## config.mk

```make
export PLATFORM = sky130hd
export DESIGN_NAME = vxh_ctrl
export DESIGN_NICKNAME = d
export VERILOG_FILES = /design/src/rtl/vxh_pkg.sv /design/src/rtl/vxh_ctrl.sv
export VERILOG_INCLUDE_DIRS = /design/src /design/src/rtl
export SDC_FILE = /design/constraint.sdc
export NUM_CORES = 1
export LEC_CHECK = 0
export ABC_CLOCK_PERIOD_IN_PS = 1610
export BUFFER_PORTS_ARGS = -buffer_cell sky130_fd_sc_hd__buf_2
export CORE_AREA = 2 2 39 41
export CTS_BUF_LIST = sky130_fd_sc_hd__clkbuf_8
export DETAILED_ROUTE_END_ITERATION = 8
export DIE_AREA = 0 0 41 43
export GPL_ROUTABILITY_DRIVEN = 0
export SYNTH_ARGS = -nofsm -noshare
export SYNTH_HDL_FRONTEND = slang
export SYNTH_SLANG_ARGS = --single-unit
export TNS_END_PERCENT = 10
```

## constraint.sdc

```tcl
create_clock -name i_clk -period 1.61 [get_ports i_clk]
set_input_delay 0.0805 -clock i_clk [delete_from_list [all_inputs] [get_ports i_clk]]
set_output_delay 0.0805 -clock i_clk [all_outputs]
set_load 0.05 [all_outputs]
```

## src/rtl/assert_macros.svh

```systemverilog
// assertion helpers shared by the voxel hash table modules
// expect i_clk and i_rst_n in the module that uses them
`ifndef ASSERT_MACROS_SVH
`define ASSERT_MACROS_SVH

// same-cycle implication, checks suspended while reset is low
`define VXH_ASSERT_IMPL(lbl, ante, cons, msg) \
    lbl: assert property (@(posedge i_clk) disable iff (!i_rst_n) (ante) |-> (cons)) \
        else $error(msg);

// next-cycle implication, checks suspended while reset is low
`define VXH_ASSERT_NEXT(lbl, ante, cons, msg) \
    lbl: assert property (@(posedge i_clk) disable iff (!i_rst_n) (ante) |=> (cons)) \
        else $error(msg);

`endif

```

## src/rtl/vxh_pkg.sv

```systemverilog
// shared types, codes and constants of the voxel hash table
// no dependencies
`default_nettype none

package vxh_pkg;

    localparam int COORD_W  = 10;
    localparam int COLOR_W  = 8;
    localparam int STATUS_W = 3;
    localparam int SLOT_W   = 12;
    localparam int COUNT_W  = 13;
    localparam int CFG_W    = 4;
    localparam int PDATA_W  = 32;
    localparam int PADDR_W  = 3;

    localparam int TABLE_DEPTH_DEF = 4096;
    localparam int COORD_BITS_DEF  = 10;

    localparam logic [CFG_W-1:0] SIZE_LOG2_RST = 4'd12;
    localparam int               SIZE_LOG2_MIN = 3;

    // register indexes (byte address / 4)
    localparam logic [PADDR_W-3:0] REG_SIZE_LOG2 = '0;

    // hash constants, 32-bit fractions of 0.618033988 and 0.707106781
    localparam logic [31:0] HASH_A   = 32'h9E3779B6;
    localparam logic [31:0] HASH_B   = 32'hB504F333;
    // 5381 * 33^3, the seed folded through all three rounds
    localparam logic [31:0] KEY_BASE = 32'd193376997;

    localparam logic CMD_INSERT = 1'b0;
    localparam logic CMD_FIND   = 1'b1;

    typedef logic [STATUS_W-1:0] t_status;
    typedef logic [COLOR_W-1:0]  t_color;
    typedef logic [COORD_W-1:0]  t_coord;

    localparam t_status ST_INSERTED  = 3'd0;
    localparam t_status ST_DUPLICATE = 3'd1;
    localparam t_status ST_FOUND     = 3'd2;
    localparam t_status ST_NOT_FOUND = 3'd3;
    localparam t_status ST_FULL      = 3'd4;

    // controller to datapath
    typedef struct packed {
        logic clr_wr;
        logic load;
        logic hash_a;
        logic hash_b;
        logic rd;
        logic chk;
        logic out_load;
    } t_dp_cmd;

    // datapath to controller
    typedef struct packed {
        logic clr_last;
        logic probe_end;
        logic out_free;
    } t_dp_stat;

endpackage

`default_nettype wire

```

## src/rtl/vxh_ctrl.sv

```systemverilog
// sequencer of the voxel hash table: clearing pass, hashing, probe loop
// depends on vxh_pkg and assert_macros.svh
`default_nettype none

`include "assert_macros.svh"

module vxh_ctrl (
    input  wire                    i_clk,
    input  wire                    i_rst_n,
    input  wire                    i_in_valid,
    output logic                   o_in_ready,
    input  wire vxh_pkg::t_dp_stat i_stat,
    output vxh_pkg::t_dp_cmd       o_cmd
);
    import vxh_pkg::*;

    localparam logic [2:0] S_CLEAR  = 3'd0;
    localparam logic [2:0] S_IDLE   = 3'd1;
    localparam logic [2:0] S_HASH_A = 3'd2;
    localparam logic [2:0] S_HASH_B = 3'd3;
    localparam logic [2:0] S_READ   = 3'd4;
    localparam logic [2:0] S_CHECK  = 3'd5;
    localparam logic [2:0] S_DONE   = 3'd6;

    logic [2:0] r_state;
    logic [2:0] n_state;

    always_ff @(posedge i_clk) begin
        if (!i_rst_n) begin
            r_state <= S_CLEAR;
        end else begin
            r_state <= n_state;
        end
    end

    always_comb begin
        n_state = r_state;
        o_cmd   = '0;
        unique case (r_state)
            S_CLEAR: begin
                o_cmd.clr_wr = 1'b1;
                if (i_stat.clr_last) begin
                    n_state = S_IDLE;
                end
            end
            S_IDLE: begin
                if (i_in_valid) begin
                    o_cmd.load = 1'b1;
                    n_state    = S_HASH_A;
                end
            end
            S_HASH_A: begin
                o_cmd.hash_a = 1'b1;
                n_state      = S_HASH_B;
            end
            S_HASH_B: begin
                o_cmd.hash_b = 1'b1;
                n_state      = S_READ;
            end
            S_READ: begin
                o_cmd.rd = 1'b1;
                n_state  = S_CHECK;
            end
            S_CHECK: begin
                o_cmd.chk = 1'b1;
                n_state   = i_stat.probe_end ? S_DONE : S_READ;
            end
            S_DONE: begin
                if (i_stat.out_free) begin
                    o_cmd.out_load = 1'b1;
                    n_state        = S_IDLE;
                end
            end
            default: begin
                n_state = S_IDLE;
            end
        endcase
    end

    assign o_in_ready = (r_state == S_IDLE);

    `VXH_ASSERT_NEXT(a_accept_to_hash, i_in_valid && o_in_ready, r_state == S_HASH_A, "accepted item did not start hashing")
    `VXH_ASSERT_IMPL(a_out_load_free, o_cmd.out_load, i_stat.out_free, "result loaded over a pending one")
    `VXH_ASSERT_NEXT(a_probe_loop, (r_state == S_CHECK) && !i_stat.probe_end, r_state == S_READ, "unfinished probe did not continue")

endmodule

`default_nettype wire

```

==> metrics.csv <==
metric,value,unit
maximum operating frequency,678.0,MHz
minimum period implied by the final worst setup slack,1.475,ns
register area,60.06,um2
peak-usage layer in the global routing report,met2,
"Seq/Total Area, Yosys",22.54,%
Register-to-Register Path Depth,3,
cell types with the largest area share after synthesis,"sky130_fd_sc_hd__dfxtp_1, sky130_fd_sc_hd__nor3b_1, sky130_fd_sc_hd__o311a_1",
remaining number of nets flagged by the antenna check after routing,0,
overall overflow remaining after global route,0,
overall power of the completed layout,1054,uW
number of cells upsized or downsized after cts,0,
die width,41,um
number of fill cells,161,
CTS tree,built,
top flop regs,r_state: 3 flops,
Starting Density,19.26,%
final hold violations,0,
number of remaining DRC errors,0,
ratio of routed vias to standard cells,4.636,
GRT Util Overall,9.619,%
register name with the most flops,r_state,
routing usage on met1,11.82,%
arrival time at the worst endpoint,1.57,ns
maximum number of pins on one net before global-route repair,12,
CTS HTree Levels,1,
Worst Setup Path Type,flop to flop,
layout cell share with drive strength beyond 1,42.00,%
WL/cell,10.26,um
cts bufs inserted,3,
unique cell type count in the Yosys netlist,21,
fin cells,66,
Avg Synthesized Cell Area,8.076,um2
via count,306,
PD cells,2583,nW/um2
maximum count of clock buffers along a single path,2,
clock root buffer,sky130_fd_sc_hd__clkbuf_8,
Port Buffer Count,13,
"Clk pin slew, worst setup/hold paths",0.03,ns
total inserted antenna cells,0,
max capacitance violation total,0,
total iterations of the first detailed-routing run,2,
final cell area excluding filler cells,407.9,um2
Synth area leader,sky130_fd_sc_hd__dfxtp_1,
cell area after technology mapping,266.5,um2
net count reported at finish,58,
post-CTS setup buffers,0,
final WL,677,um
required arrival time at the worst endpoint,1.71,ns
number of synthesis warnings,0,
run status,"complete, no violations",
initial antenna violation count,0,
cell row count,14,
die extent in y,43,um
worst hold path class,primary input to flop,
Boundary Pins,14,
Max Fanout on Critical Path,11,
max-slew violation total from the final report,0,
startpoint class of the critical path,flop,
cell count after placement,62,
Synth Register Bits,3,
met2 demand-to-capacity share in global routing,12.81,%
first-pass GRT wire length,1117,um
area overhead of the layout relative to synthesis,53.05,%
clk_lat worst skew,0.21,ns
Iter 0 DRT Violations,6,
net count after synthesis,40,
number of buffers inserted for hold repair after clock tree synthesis,0,
via count of the first global-routing pass,275,
met3 Track Usage GR,3.141,%
"crit path setup slack, layout",0.1350,ns
number of flip-flops in the largest register,3,
leakage power,0.0002206,uW
critical path endpoint category,flop,
Gate Count Post-Synth,33,
worst slew margin relative to its limit,77.71,%
area share of the largest cell type after synthesis,22.54,%
share of the clock period used by the worst path after layout,91.62,%
total area of multi-input combinational cells,183.9,um2
maximum vdd drop,0.5210,mV
RSZ-0062 raised after global routing,false,
Tightest Pin Transition,0.3338,ns
final setup skew,0.001057,ns
Post-Place Setup Slack,0.1539,ns
TritonCTS Sinks,3,
Core ar.,1384,um2
number of instances on the worst hold path,2,
r2r setup slk,0.13,ns
placed instance area,362.8,um2
total die area,1763,um2
number of setup violations in the final report,0,
Util after Layout,29.48,%
[path summary, 6_finish.rpt]
check                                                to                    start
worst min-delay path            r_state[2]$_SDFFE_PN0P_                  i_rst_n
worst max register to register  r_state[0]$_SDFFE_PN0P_  r_state[2]$_SDFFE_PN0P_
worst max-delay path            r_state[0]$_SDFFE_PN0P_  r_state[2]$_SDFFE_PN0P_
worst min register to register  r_state[0]$_SDFFE_PN0P_  r_state[0]$_SDFFE_PN0P_
[cell families after synthesis]
| logic type | synth area share [%] |
|---|---|
| AOI/OAI and AO/OA | 22.54 |
| and+or+nand+nor | 34.27 |
| buffers and inverters | 12.21 |
| adders and majority gates | 4.694 |
| DFF | 22.54 |
| muxes | 3.756 |
[layout by cell type, fill, tap and decap left out]
cell type / Yosys / routed
sky130_fd_sc_hd__buf_2: 2 / 13
sky130_fd_sc_hd__inv_1: 3 / 4
sky130_fd_sc_hd__clkbuf_8: 0 / 3
sky130_fd_sc_hd__buf_4: 0 / 3
sky130_fd_sc_hd__dfxtp_1: 3 / 3
sky130_fd_sc_hd__nor3b_2: 0 / 2
sky130_fd_sc_hd__and3_1: 2 / 2
sky130_fd_sc_hd__nor3_1: 2 / 2
sky130_fd_sc_hd__nor2_1: 2 / 2
sky130_fd_sc_hd__nand2b_1: 2 / 2
sky130_fd_sc_hd__o311a_1: 2 / 2
sky130_fd_sc_hd__nor3b_1: 3 / 1
sky130_fd_sc_hd__or3b_1: 1 / 1
sky130_fd_sc_hd__nand3b_1: 1 / 1
sky130_fd_sc_hd__mux2i_1: 1 / 1
sky130_fd_sc_hd__o2bb2ai_1: 1 / 1
sky130_fd_sc_hd__nor4_1: 1 / 1
sky130_fd_sc_hd__a21oi_1: 1 / 1
sky130_fd_sc_hd__nand2_1: 1 / 1
sky130_fd_sc_hd__a31oi_1: 1 / 1
sky130_fd_sc_hd__a211o_1: 1 / 1
sky130_fd_sc_hd__o221a_1: 1 / 1
sky130_fd_sc_hd__ha_1: 1 / 1
[final cells by class]
| cell class | instances | share of cell area (%) |
|---|---|---|
| multi-input cells | 24 | 45.09 |
| inverters | 3 | 2.761 |
| clock buffers | 3 | 10.12 |
| clock inverters | 1 | 0.9202 |
| repair buffers | 16 | 21.47 |
| well taps | 16 | 4.908 |
| flip-flops and latches | 3 | 14.72 |
[per-stage QoR]
step	hold WS [ns]	setup TNS (ns)
6_report	0.1327	0
5_1_grt	0.1337	0
4_1_cts	0.1266	0
3_5_place_dp	0.3476	0
3_3_place_gp	0.3502	0
2_1_floorplan	0.2117	-0.7320
[layer usage]
| metal | vias to the layer above | wire length (um) |
|---|---|---|
| li1 | 155 | - |
| met1 | 138 | 317 |
| met2 | 11 | 312 |
| met3 | 2 | 36 |
| met4 | 0 | 10 |
| met5 | - | 0 |
[Yosys cell counts, drive strengths merged]
| master | count |
|---|---|
| a211o | 1 |
| a21oi | 1 |
| a31oi | 1 |
| and3 | 2 |
| buf | 3 |
| dfxtp | 3 |
| ha | 1 |
| inv | 3 |
| mux2i | 1 |
| nand2 | 1 |
| nand2b | 2 |
| nand3b | 1 |
| nor2 | 2 |
| nor3 | 2 |
| nor3b | 3 |
| nor4 | 1 |
| o221a | 1 |
| o2bb2ai | 1 |
| o311a | 2 |
| or3b | 1 |
[report_power, final]
| part | switching [uW] | internal, uW | total, uW |
|---|---|---|---|
| registers | 40.3 | 108 | 148 |
| logic | 454 | 240 | 694 |
| clock network | 48.9 | 162 | 211 |
[worst max-delay path, stage by stage, from the launching register on]
cell                      delay (ns)
sky130_fd_sc_hd__dfxtp_1        0.40
sky130_fd_sc_hd__or3b_1         0.43
sky130_fd_sc_hd__a211o_1        0.31
sky130_fd_sc_hd__o221a_1        0.23
Power figures use the tool's default switching activity.
